File: src/sv/psched_pkg.sv
`timescale 1ns / 1ps
// ----------------------------------------------------------------------------
// psched_pkg
// Types and constants shared by the prerequisite level scheduler.
// ----------------------------------------------------------------------------
package psched_pkg;

    localparam int OP_W    = 2;
    localparam int TASK_W  = 5;
    localparam int ROUND_W = 6;
    localparam int CNT_W   = 6;
    localparam int CFG_W   = 6;

    localparam logic [OP_W-1:0] OP_CLEAR = 2'd0;
    localparam logic [OP_W-1:0] OP_DECL  = 2'd1;
    localparam logic [OP_W-1:0] OP_EDGE  = 2'd2;
    localparam logic [OP_W-1:0] OP_PLAN  = 2'd3;

    localparam logic [CNT_W-1:0] CNT_MAX   = '1;
    localparam logic [CFG_W-1:0] CFG_RESET = 6'd4;

    typedef struct packed {
        logic [OP_W-1:0]   op;
        logic [TASK_W-1:0] task_id;
        logic [TASK_W-1:0] prereq_id;
    } req_t;

    typedef struct packed {
        logic [TASK_W-1:0]  task_id_res;
        logic [ROUND_W-1:0] round;
        logic               is_summary;
        logic               last;
    } res_t;

endpackage

File: src/sv/prerequisite_level_scheduler_core.sv
`timescale 1ns / 1ps
// ----------------------------------------------------------------------------
// prerequisite_level_scheduler_core
// Loads a task dependency graph and plans it in width-limited Kahn rounds.
// ----------------------------------------------------------------------------
// Clear and declare requests are handled in idle; an edge request does a RAM read-modify-write.
// Plan: each round runs a snapshot and a closing pick, and a final snapshot ends the plan;
// each scheduled task reads its edge row, then updates the pending-count RAM per dependent.
// First task result is registered from the pick after the snapshot; results are
// one-cycle strobes and the receiver cannot stall. busy is low when idle.
// Reset empties the graph at once (per-entry valid bits) and sets the limit to 4.
// ----------------------------------------------------------------------------
module prerequisite_level_scheduler_core
    import psched_pkg::*;
#(
    parameter int MAX_TASKS = 32
) (
    input  logic             clk,
    input  logic             rst_n,
    input  logic             start,
    input  req_t             req,
    output logic             busy,
    input  logic             cfg_we,
    input  logic [CFG_W-1:0] cfg_data,
    output logic             res_valid,
    output res_t             res
);

    localparam int NT = (MAX_TASKS < 32) ? MAX_TASKS : 32;
    localparam int IW = $clog2(NT);

    localparam logic [2:0] S_IDLE = 3'd0;
    localparam logic [2:0] S_EDGE = 3'd1;
    localparam logic [2:0] S_SNAP = 3'd2;
    localparam logic [2:0] S_PICK = 3'd3;
    localparam logic [2:0] S_ROW  = 3'd4;
    localparam logic [2:0] S_DRD  = 3'd5;
    localparam logic [2:0] S_DWR  = 3'd6;

    logic [2:0]         state_reg, state_next;
    logic [CFG_W-1:0]   cfg_reg;
    logic [NT-1:0]      present_reg, present_next;
    logic [NT-1:0]      done_reg, done_next;
    logic [NT-1:0]      zero_reg, zero_next;
    logic [NT-1:0]      edge_vld_reg, edge_vld_next;
    logic [NT-1:0]      pend_vld_reg, pend_vld_next;
    logic [ROUND_W-1:0] round_reg, round_next;
    logic [CFG_W-1:0]   taken_reg, taken_next;
    logic [NT-1:0]      snap_reg, snap_next;
    logic [NT-1:0]      dep_reg, dep_next;
    logic [IW-1:0]      idx_reg, idx_next;
    logic [IW-1:0]      p_reg, p_next;
    res_t               res_reg, res_next;
    logic               res_valid_reg, res_valid_next;

    logic               e_we;
    logic [IW-1:0]      e_waddr, e_raddr;
    logic [NT-1:0]      e_wdata, e_rdata;
    logic               c_we;
    logic [IW-1:0]      c_waddr, c_raddr;
    logic [CNT_W-1:0]   c_wdata, c_rdata;

    logic [IW-1:0]      pick_idx, dep_idx;
    logic               pick_any, dep_any;

    logic               t_ok, p_ok;
    logic [IW-1:0]      t_idx, p_idx;
    logic [CFG_W-1:0]   lim;
    logic [NT-1:0]      row, ready;
    logic [CNT_W-1:0]   cnt;

    psched_ram #(.WIDTH(NT), .DEPTH(NT)) u_edge_ram (
        .clk   (clk),
        .we    (e_we),
        .waddr (e_waddr),
        .wdata (e_wdata),
        .raddr (e_raddr),
        .rdata (e_rdata)
    );

    psched_ram #(.WIDTH(CNT_W), .DEPTH(NT)) u_cnt_ram (
        .clk   (clk),
        .we    (c_we),
        .waddr (c_waddr),
        .wdata (c_wdata),
        .raddr (c_raddr),
        .rdata (c_rdata)
    );

    psched_ffs #(.N(NT)) u_pick_ffs (
        .vec (snap_reg),
        .idx (pick_idx),
        .any (pick_any)
    );

    psched_ffs #(.N(NT)) u_dep_ffs (
        .vec (dep_reg),
        .idx (dep_idx),
        .any (dep_any)
    );

    assign t_ok  = ({1'b0, req.task_id} < 6'(NT));
    assign p_ok  = ({1'b0, req.prereq_id} < 6'(NT));
    assign t_idx = req.task_id[IW-1:0];
    assign p_idx = req.prereq_id[IW-1:0];
    assign lim   = (cfg_reg == '0) ? CFG_W'(1) : cfg_reg;
    assign ready = present_reg & ~done_reg & zero_reg;
    assign row   = edge_vld_reg[p_reg] ? e_rdata : '0;
    assign cnt   = pend_vld_reg[idx_reg] ? c_rdata : '0;

    always_comb
    begin
        state_next     = state_reg;
        present_next   = present_reg;
        done_next      = done_reg;
        zero_next      = zero_reg;
        edge_vld_next  = edge_vld_reg;
        pend_vld_next  = pend_vld_reg;
        round_next     = round_reg;
        taken_next     = taken_reg;
        snap_next      = snap_reg;
        dep_next       = dep_reg;
        idx_next       = idx_reg;
        p_next         = p_reg;
        res_next       = res_reg;
        res_valid_next = 1'b0;
        e_we           = 1'b0;
        e_waddr        = p_reg;
        e_wdata        = row;
        e_raddr        = p_idx;
        c_we           = 1'b0;
        c_waddr        = idx_reg;
        c_wdata        = cnt;
        c_raddr        = t_idx;

        unique case (state_reg)
            S_IDLE:
            begin
                if (start)
                begin
                    unique case (req.op)
                        OP_CLEAR:
                        begin
                            present_next  = '0;
                            done_next     = '0;
                            zero_next     = '1;
                            edge_vld_next = '0;
                            pend_vld_next = '0;
                            round_next    = '0;
                        end
                        OP_DECL:
                        begin
                            if (t_ok)
                            begin
                                present_next[t_idx] = 1'b1;
                            end
                        end
                        OP_EDGE:
                        begin
                            if (t_ok && p_ok)
                            begin
                                idx_next   = t_idx;
                                p_next     = p_idx;
                                state_next = S_EDGE;
                            end
                        end
                        OP_PLAN:
                        begin
                            round_next = '0;
                            state_next = S_SNAP;
                        end
                        default:
                        begin
                            state_next = S_IDLE;
                        end
                    endcase
                end
            end
            S_EDGE:
            begin
                present_next[idx_reg] = 1'b1;
                present_next[p_reg]   = 1'b1;
                if (!row[idx_reg])
                begin
                    e_we                 = 1'b1;
                    e_wdata[idx_reg]     = 1'b1;
                    edge_vld_next[p_reg] = 1'b1;
                    c_we                 = 1'b1;
                    c_wdata              = (cnt == CNT_MAX) ? cnt : cnt + CNT_W'(1);
                    pend_vld_next[idx_reg] = 1'b1;
                    zero_next[idx_reg]     = 1'b0;
                end
                state_next = S_IDLE;
            end
            S_SNAP:
            begin
                if (ready == '0)
                begin
                    res_next.task_id_res = '0;
                    res_next.round       = round_reg;
                    res_next.is_summary  = 1'b1;
                    res_next.last        = 1'b1;
                    res_valid_next       = 1'b1;
                    state_next           = S_IDLE;
                end
                else
                begin
                    round_next = round_reg + ROUND_W'(1);
                    snap_next  = ready;
                    taken_next = '0;
                    state_next = S_PICK;
                end
            end
            S_PICK:
            begin
                if (!pick_any || taken_reg == lim)
                begin
                    state_next = S_SNAP;
                end
                else
                begin
                    snap_next[pick_idx]  = 1'b0;
                    done_next[pick_idx]  = 1'b1;
                    taken_next           = taken_reg + CFG_W'(1);
                    res_next.task_id_res = TASK_W'(pick_idx);
                    res_next.round       = round_reg;
                    res_next.is_summary  = 1'b0;
                    res_next.last        = 1'b0;
                    res_valid_next       = 1'b1;
                    idx_next             = pick_idx;
                    e_raddr              = pick_idx;
                    state_next           = S_ROW;
                end
            end
            S_ROW:
            begin
                dep_next   = edge_vld_reg[idx_reg] ? e_rdata : '0;
                state_next = S_DRD;
            end
            S_DRD:
            begin
                if (!dep_any)
                begin
                    state_next = S_PICK;
                end
                else
                begin
                    dep_next[dep_idx] = 1'b0;
                    c_raddr           = dep_idx;
                    idx_next          = dep_idx;
                    state_next        = S_DWR;
                end
            end
            S_DWR:
            begin
                if (cnt != '0)
                begin
                    c_we               = 1'b1;
                    c_wdata            = cnt - CNT_W'(1);
                    zero_next[idx_reg] = (cnt == CNT_W'(1));
                end
                state_next = S_DRD;
            end
            default:
            begin
                state_next = S_IDLE;
            end
        endcase
    end

    always_ff @(posedge clk or negedge rst_n)
    begin
        if (!rst_n)
        begin
            state_reg     <= S_IDLE;
            cfg_reg       <= CFG_RESET;
            present_reg   <= '0;
            done_reg      <= '0;
            zero_reg      <= '1;
            edge_vld_reg  <= '0;
            pend_vld_reg  <= '0;
            round_reg     <= '0;
            taken_reg     <= '0;
            res_valid_reg <= 1'b0;
        end
        else
        begin
            state_reg     <= state_next;
            present_reg   <= present_next;
            done_reg      <= done_next;
            zero_reg      <= zero_next;
            edge_vld_reg  <= edge_vld_next;
            pend_vld_reg  <= pend_vld_next;
            round_reg     <= round_next;
            taken_reg     <= taken_next;
            res_valid_reg <= res_valid_next;
            if (cfg_we)
            begin
                cfg_reg <= cfg_data;
            end
        end
    end

    always_ff @(posedge clk)
    begin
        snap_reg <= snap_next;
        dep_reg  <= dep_next;
        idx_reg  <= idx_next;
        p_reg    <= p_next;
        res_reg  <= res_next;
    end

    assign busy      = (state_reg != S_IDLE);
    assign res_valid = res_valid_reg;
    assign res       = res_reg;

endmodule

File: src/sv/psched_ram.sv
`timescale 1ns / 1ps
// ----------------------------------------------------------------------------
// psched_ram
// Generic single-write, single-read RAM with registered read data.
// ----------------------------------------------------------------------------
module psched_ram #(
    parameter int WIDTH = 8,
    parameter int DEPTH = 32
) (
    input  logic                     clk,
    input  logic                     we,
    input  logic [$clog2(DEPTH)-1:0] waddr,
    input  logic [WIDTH-1:0]         wdata,
    input  logic [$clog2(DEPTH)-1:0] raddr,
    output logic [WIDTH-1:0]         rdata
);

    logic [WIDTH-1:0] mem [DEPTH];

    always_ff @(posedge clk)
    begin
        if (we)
        begin
            mem[waddr] <= wdata;
        end
        rdata <= mem[raddr];
    end

endmodule

File: src/sv/psched_ffs.sv
`timescale 1ns / 1ps
// ----------------------------------------------------------------------------
// psched_ffs
// Lowest set bit finder over a task bit vector.
// ----------------------------------------------------------------------------
module psched_ffs #(
    parameter int N = 32
) (
    input  logic [N-1:0]         vec,
    output logic [$clog2(N)-1:0] idx,
    output logic                 any
);

    always_comb
    begin
        idx = '0;
        for (int i = N - 1; i >= 0; i--)
        begin
            if (vec[i])
            begin
                idx = ($clog2(N))'(i);
            end
        end
        any = |vec;
    end

endmodule

File: config.mk
export PLATFORM = sky130hd
export DESIGN_NAME = prerequisite_level_scheduler_core
export DESIGN_NICKNAME = d
export VERILOG_FILES = /design/src/sv/psched_pkg.sv /design/src/sv/prerequisite_level_scheduler_core.sv /design/src/sv/psched_ram.sv /design/src/sv/psched_ffs.sv
export SDC_FILE = /design/constraint.sdc
export NUM_CORES = 2
export LEC_CHECK = 0
export ABC_AREA = 0
export ABC_CLOCK_PERIOD_IN_PS = 4900
export BUFFER_PORTS_ARGS = -buffer_cell sky130_fd_sc_hd__buf_4
export CORE_ASPECT_RATIO = 1.25
export CORE_UTILIZATION = 55
export CTS_BUF_LIST = sky130_fd_sc_hd__clkbuf_16
export DETAILED_ROUTE_END_ITERATION = 8
export GPL_ROUTABILITY_DRIVEN = 0
export HOLD_SLACK_MARGIN = 0.08
export PLACE_DENSITY = 0.79
export SLEW_MARGIN = 30
export SYNTH_ARGS = -nofsm -noshare
export SYNTH_HDL_FRONTEND = slang
export SYNTH_HIERARCHICAL = 1
export SYNTH_SLANG_ARGS = --single-unit
File: constraint.sdc
create_clock -name clk -period 4.9 [get_ports clk]
set_input_delay 0.245 -clock clk [delete_from_list [all_inputs] [get_ports clk]]
set_output_delay 0.245 -clock clk [all_outputs]
set_load 0.03 [all_outputs]
# After elaboration in Yosys (flattened, before gate mapping)
# Memories as Yosys holds them, arrays and structs flattened. A register that Yosys moved wholly into a read port is not among the register bits.
# Cells that the tools add are included.
[word_totals]
register_bits = 269
ramBits = 1216
input_bits = 22
memories = 2
[memory_table]
columns = ["name", "words", "width", "rd", "rd_clocked_by_memory_dff", "wr", "line_no", "rtl"]
rows = [
  ["u_edge_ram.mem", 32, 32, 1, 1, 1, "psched_ram.sv:18", "logic [WIDTH-1:0] mem [DEPTH];"],
  ["u_cnt_ram.mem", 32, 6, 1, 1, 1, "psched_ram.sv:18", ""],
]
[classes]
n_addsub = 4
n_lt_le_gt_ge = 10
n_eq_ne = 24
muxes = 150
n_bitwise = 16
reduce_logical = 35
[ops]
columns = ["operator", "count"]
rows = [
  ["$mux 32", 17],
  ["$pmux 32 s2", 7],
  ["$mux 5", 72],
  ["$or 32x32->32", 7],
  ["$and 32x32->32", 5],
  ["$not 32->32", 4],
  ["$pmux 32 s3", 1],
  ["$reduce_or 32->1", 2],
  ["$mux 6", 10],
  ["$pmux 6 s2", 3],
  ["$bwmux 32", 1],
  ["$logic_not 32->1", 1],
  ["$lt 5x6->1 const B", 5],
  ["$mux 13", 2],
  ["$pmux 13 s2", 1],
  ["$demux 1 s5", 5],
  ["$ge 5x1->1 const B", 5],
  ["$bmux 1 s5", 4],
  ["$add 6x1->6 const B", 3],
  ["$mux 1", 18],
  ["$ne 2x2->1 const B", 8],
  ["$pmux 3 s5", 1],
  ["$pmux 5 s3", 1],
  ["$reduce_and 3->1", 4],
  ["other kinds (28)", 52],
]

# Logic depth before layout (Yosys ltp)
[logic_depth]
word_depth = 40
ltp_mapped = 16

# Modules after synthesis
# Netlist, hierarchy kept.
[modules_own_cells]
columns = ["mod", "instances", "cells_each", "area_each_um2", "seq_area_each_um2"]
rows = [
  ["psched_ram at u_edge_ram", 1, 2261, 40486.3, 31390.1],
  ["prerequisite_level_scheduler_core", 1, 1447, 14546.5, 7178.1],
  ["psched_ram at u_cnt_ram", 1, 323, 7589.8, 5885.6],
  ["psched_ffs", 2, 65, 385.4, 0.0],
]

# Least setup slack after synthesis
# Ideal clock, no wire load.
[synth_timing]
path_type = "flip-flop to flip-flop"
from = "reg idx_reg[0] (netlist: c_waddr[0])"
to = "mem u_edge_ram/mem[28][0] (netlist bit) (enable)"
t_arrival_ps = 4205
required_ps = 4479
slack_ps = 274
path_stages_with_launch = 15
path_buffers = 6
synth_period_minus_slack_ps = 4626
cell_sequence = "edfxtp_1 -> buf_6 -> buf_6 -> buf_6 -> buf_6 -> mux2i_1 -> o221ai_1 -> o21ai_1 -> o2111a_1 -> o21ai_4 -> inv_2 -> buf_2 -> or3b_2 -> clkbuf_1 -> nor2_1"
[synth_via]
elab_chain_len = 6
[synth_rtl]
columns = ["element", "line_no", "rtl"]
rows = [
  ["start, declared", "prerequisite_level_scheduler_core.sv:51", "logic [IW-1:0] idx_reg, idx_next;"],
  ["start signal, assigned", "prerequisite_level_scheduler_core.sv:308", "idx_reg <= idx_next;"],
  ["$bmux 1 s5", "prerequisite_level_scheduler_core.sv:183", "if (!row[idx_reg])"],
  ["$mux 1 (not written as such)", "prerequisite_level_scheduler_core.sv:183", ""],
  ["$mux 1", "prerequisite_level_scheduler_core.sv:183", ""],
  ["$mux 1", "prerequisite_level_scheduler_core.sv:136", "unique case (state_reg)"],
  ["named net e_we", "prerequisite_level_scheduler_core.sv:56", "logic e_we;"],
  ["$mux 1", "psched_ram.sv:22", "if (we)"],
  ["$mux 1 (not written as such)", "psched_ram.sv:24", "mem[waddr] <= wdata;"],
  ["end, declared", "psched_ram.sv:18", ""],
]
# The timed path passes the listed nets, and every way through them passes these cells. The select of a mux whose other input is x is not followed.

# Worst setup path after layout
[layout_timing]
from = "reg idx_reg[2] (netlist: c_waddr[2])"
to = "mem u_cnt_ram/mem[3][1] (netlist bit) (enable)"
[layout_via]
elab_chain_len = 8
word_cells_on_any_way = 11
cone_classes = "10 x mux; 1 x reduce/logical"
[layout_rtl]
columns = ["element", "line_no", "rtl"]
rows = [
  ["$bmux 1 s5", "prerequisite_level_scheduler_core.sv:109", "assign cnt = pend_vld_reg[idx_reg] ? c_rdata : '0;"],
  ["$mux 1 (not written as such)", "prerequisite_level_scheduler_core.sv:109", ""],
  ["$mux 6", "prerequisite_level_scheduler_core.sv:109", ""],
  ["$reduce_bool 6->1", "prerequisite_level_scheduler_core.sv:256", "if (cnt != '0)"],
  ["$mux 1", "prerequisite_level_scheduler_core.sv:256", ""],
  ["$pmux 1 s2 *", "prerequisite_level_scheduler_core.sv:136", ""],
  ["named net c_we", "prerequisite_level_scheduler_core.sv:59", "logic c_we;"],
  ["$mux 1 *", "psched_ram.sv:22", ""],
  ["$mux 1 (not written as such) *", "psched_ram.sv:24", ""],
  ["end, declared", "psched_ram.sv:18", ""],
]
# The timed path passes the listed nets; every way through them passes the cells marked *. The select of a mux whose other input is x is not followed.

==> metrics <==
CTS tree built; via count 39,410; syn avg cell area 15.24 µm²; largest area contributor in the netlist edfxtp_1; antenna violations before repair 0; routed length on met3 15.73 mm; maxcap violations 0; final net count 4,314; FMAX 212.1 MHz; first-pass GRT wire length 248.9 mm; Clock power frac 0.308; Internal 24.52 mW; CTS max path bufs 3; Leakage 25.37 nW; DP Wirelength 102.4 mm; Post-synth EDFFs 1,302; max reg flops 1,024; DR vias/cell 6.721; critical-path maximum fanout 23; Filler Cell Count 7,793; Skew-Pair Late Insertion Delay 0.79 ns; status finished, final reports clean; main flop type after synthesis edfxtp_1; Avg WL per Cell 29.00 µm; Multi-input gate area 0.01792 mm²; DR top layer met4; Period minus WS final 4.715 ns; Area contributors post-synth edfxtp_1, mux2i_1, dfrtp_1; RSZ-0062 raised after global routing false; synthesis-to-layout area growth 12.56%; vias in the first global route 38,960; Worst-Margin Slew 0.9665 ns; Pwr Total 35.09 mW; Buffers on Ports 36; Die H 381.6 µm; CP endpoint kind flop; CP arrival 5.11 ns; syn_nets 4,192; Worst VDD drop 0.4173 mV; Worst path depth 11; reg-to-reg setup timing slack 0.19 ns; relative slew slack 0.3542; critical path's largest stage delay 0.66 ns; Die ar. 0.1166 mm²; Tightest Hold Check Type in -> async; clk sink count 1,522; post-synth top area share 0.6167; async set-reset flop share out of synthesis 0.1196; hold slack 0.1604 ns; die width 305.7 µm; M1 WL 58.26 mm; storage element area 0.04445 mm²; pre-CTS setup slack 0.2187 ns; max-slew violations 0; H-Tree Depth 4; Data required, critical path 5.30 ns; First DRT Iteration DRCs 5,126; crit path to u_cnt_ram/mem[3][1]; Ports 37; critical path launch point type flop; largest net degree at the start of global routing 97; met2 WL 85.36 mm; GRT Util Overall 0.2894; sw frac 0.3013; TritonRoute pass-1 iters 6; total gr overflow 0; diode count 0; layout cell share with drive strength beyond 1 0.1498; Top cell by count, worst path nand2_1; Routed Antenna Nets 0; Power Density 491.7 mW/mm²; clock transition at the registers of the reported paths 0.07 ns; DRC 0; post-synthesis instance total 4,161; Setup-failing EPs final 0; number of cells on the worst reg-to-reg path 11; Setup WS post-layout 0.1852 ns; Yosys cell types 77; Final TNS setup 0 ns; Initial Util 0.5571; register bit total from synthesis 1,522; CTS Buf Count 140; part of the power in combinational logic 0.205; Post-Syn Area 0.06339 mm²; Post-Route WL 170.1 mm; count of final hold-check violations 0; clock root buffer clkbuf_16; switching power 10.57 mW; r2r endpoint u_cnt_ram/mem[3][1]; fin crit share 0.9622; FP Rows 138; largest register by flop count u_edge_ram/mem; biggest regs u_edge_ram/mem: 1024 flops, u_cnt_ram/mem: 192 flops; most frequent cells after synthesis edfxtp_1, mux2i_1, nand2_1; warnings from Yosys 6; Clock Skew 0.02984 ns; sequential power share 0.487; Crit path max-delay family simple AND/OR/NAND/NOR gates; top-count cell post-synth edfxtp_1; kind of critical path reg -> reg; CORE AREA 0.1138 mm²; RR Startpoint c_waddr[2]; critical path's slowest cell edfxtp_1; Crit. Startpoint c_waddr[2]; WP buf/inv 0; sequential-to-total area share from yosys stat 0.7012; worst path cell trace nand3b_1, o21ai_0, o41ai_2, or4b_1, nand2_1, ha_1, a31oi_1, o21ai_1, nand2_1, nand3_1, nor2_1
==> stage by stage <==
step                utilization  instances  cell area (µm²)
floorplan                     -       4161            63390
global route             0.6271       5863            71350
CTS                      0.6268       5861            71320
detailed placement       0.5845       5581            66500
finish                   0.6271       5863            71350
global placement         0.5837       5580            66420
==> layout make-up <==
class,instances,area share
Clock buffer,142,0.04980
Clock inverter,110,0.01371
Inverter,24,0.001263
Multi-Input combinational cell,2339,0.2512
Sequential cell,1522,0.6230
Tap cell,1470,0.02578
Timing Repair Buffer,256,0.03526
==> power groups by stage <==
stage / clock, mW / combinational [mW] / sequential [mW]
3_5_place_dp: 0 / 6.92 / 17.3
3_3_place_gp: 0 / 6.71 / 17.3
2_1_floorplan: 0 / 4.51 / 16.9
6_report: 10.8 / 7.18 / 17.1
4_1_cts: 10.9 / 6.99 / 17.0
5_1_grt: 11.4 / 7.54 / 17.2
==> cell families after synthesis <==
kind of cell,Yosys count,share of synthesized area
AO/OA/AOI/OAI,804,0.08692
flip-flops,1522,0.7012
XOR/XNOR,13,0.001796
AND/OR/NAND/NOR,866,0.06719
multiplexers,647,0.1171
adder cells (fa/ha/maj),9,0.001776
buffers and inverters,300,0.02400
==> cell usage in the layout, fill, tap and decap left out, types with 37 or more instances in the layout <==
| cell | count |
|---|---|
| a21oi_1 | 191 |
| a22o_1 | 84 |
| a22oi_1 | 112 |
| a31oi_1 | 58 |
| a32o_1 | 37 |
| buf_12 | 40 |
| buf_4 | 185 |
| clkbuf_16 | 142 |
| dfrtp_1 | 149 |
| dfxtp_1 | 38 |
| edfxtp_1 | 1302 |
| inv_1 | 51 |
| mux2i_1 | 547 |
| mux4_2 | 73 |
| nand2_1 | 248 |
| nand3_1 | 120 |
| nand3b_1 | 54 |
| nor2_1 | 167 |
| nor3_1 | 64 |
| nor4_1 | 49 |
| o21ai_0 | 81 |
| o22ai_1 | 44 |
==> how the worst min path moves through the flow <==
stage	depth (start not counted)	start	slack [ns]	end
4_1_cts	2	rst_n	0.16	done_reg[8]
3_5_place_dp	1	rst_n	0.40	done_reg[8]
3_3_place_gp	1	rst_n	0.39	done_reg[8]
6_report	2	rst_n	0.16	done_reg[8]
2_1_floorplan	0	rst_n	-0.05	cfg_reg[0]
5_1_grt	2	rst_n	0.21	done_reg[31]
==> timing repair <==
item                                   CTS  global route
resized for setup                        0             1
endpoints found under the hold margin  128             0
setup buffers                            0             2
setup endpoints to repair                0           164
hold buffers                            28             0
==> layer usage <==
metal | vias to the layer above | GRT usage
li1 | 16610 | -
met1 | 19680 | 0.3432
met2 | 2507 | 0.4920
met3 | 614 | 0.05655
met4 | 0 | 0.1681
met5 | - | 0
(Power assumes the default switching activity.)
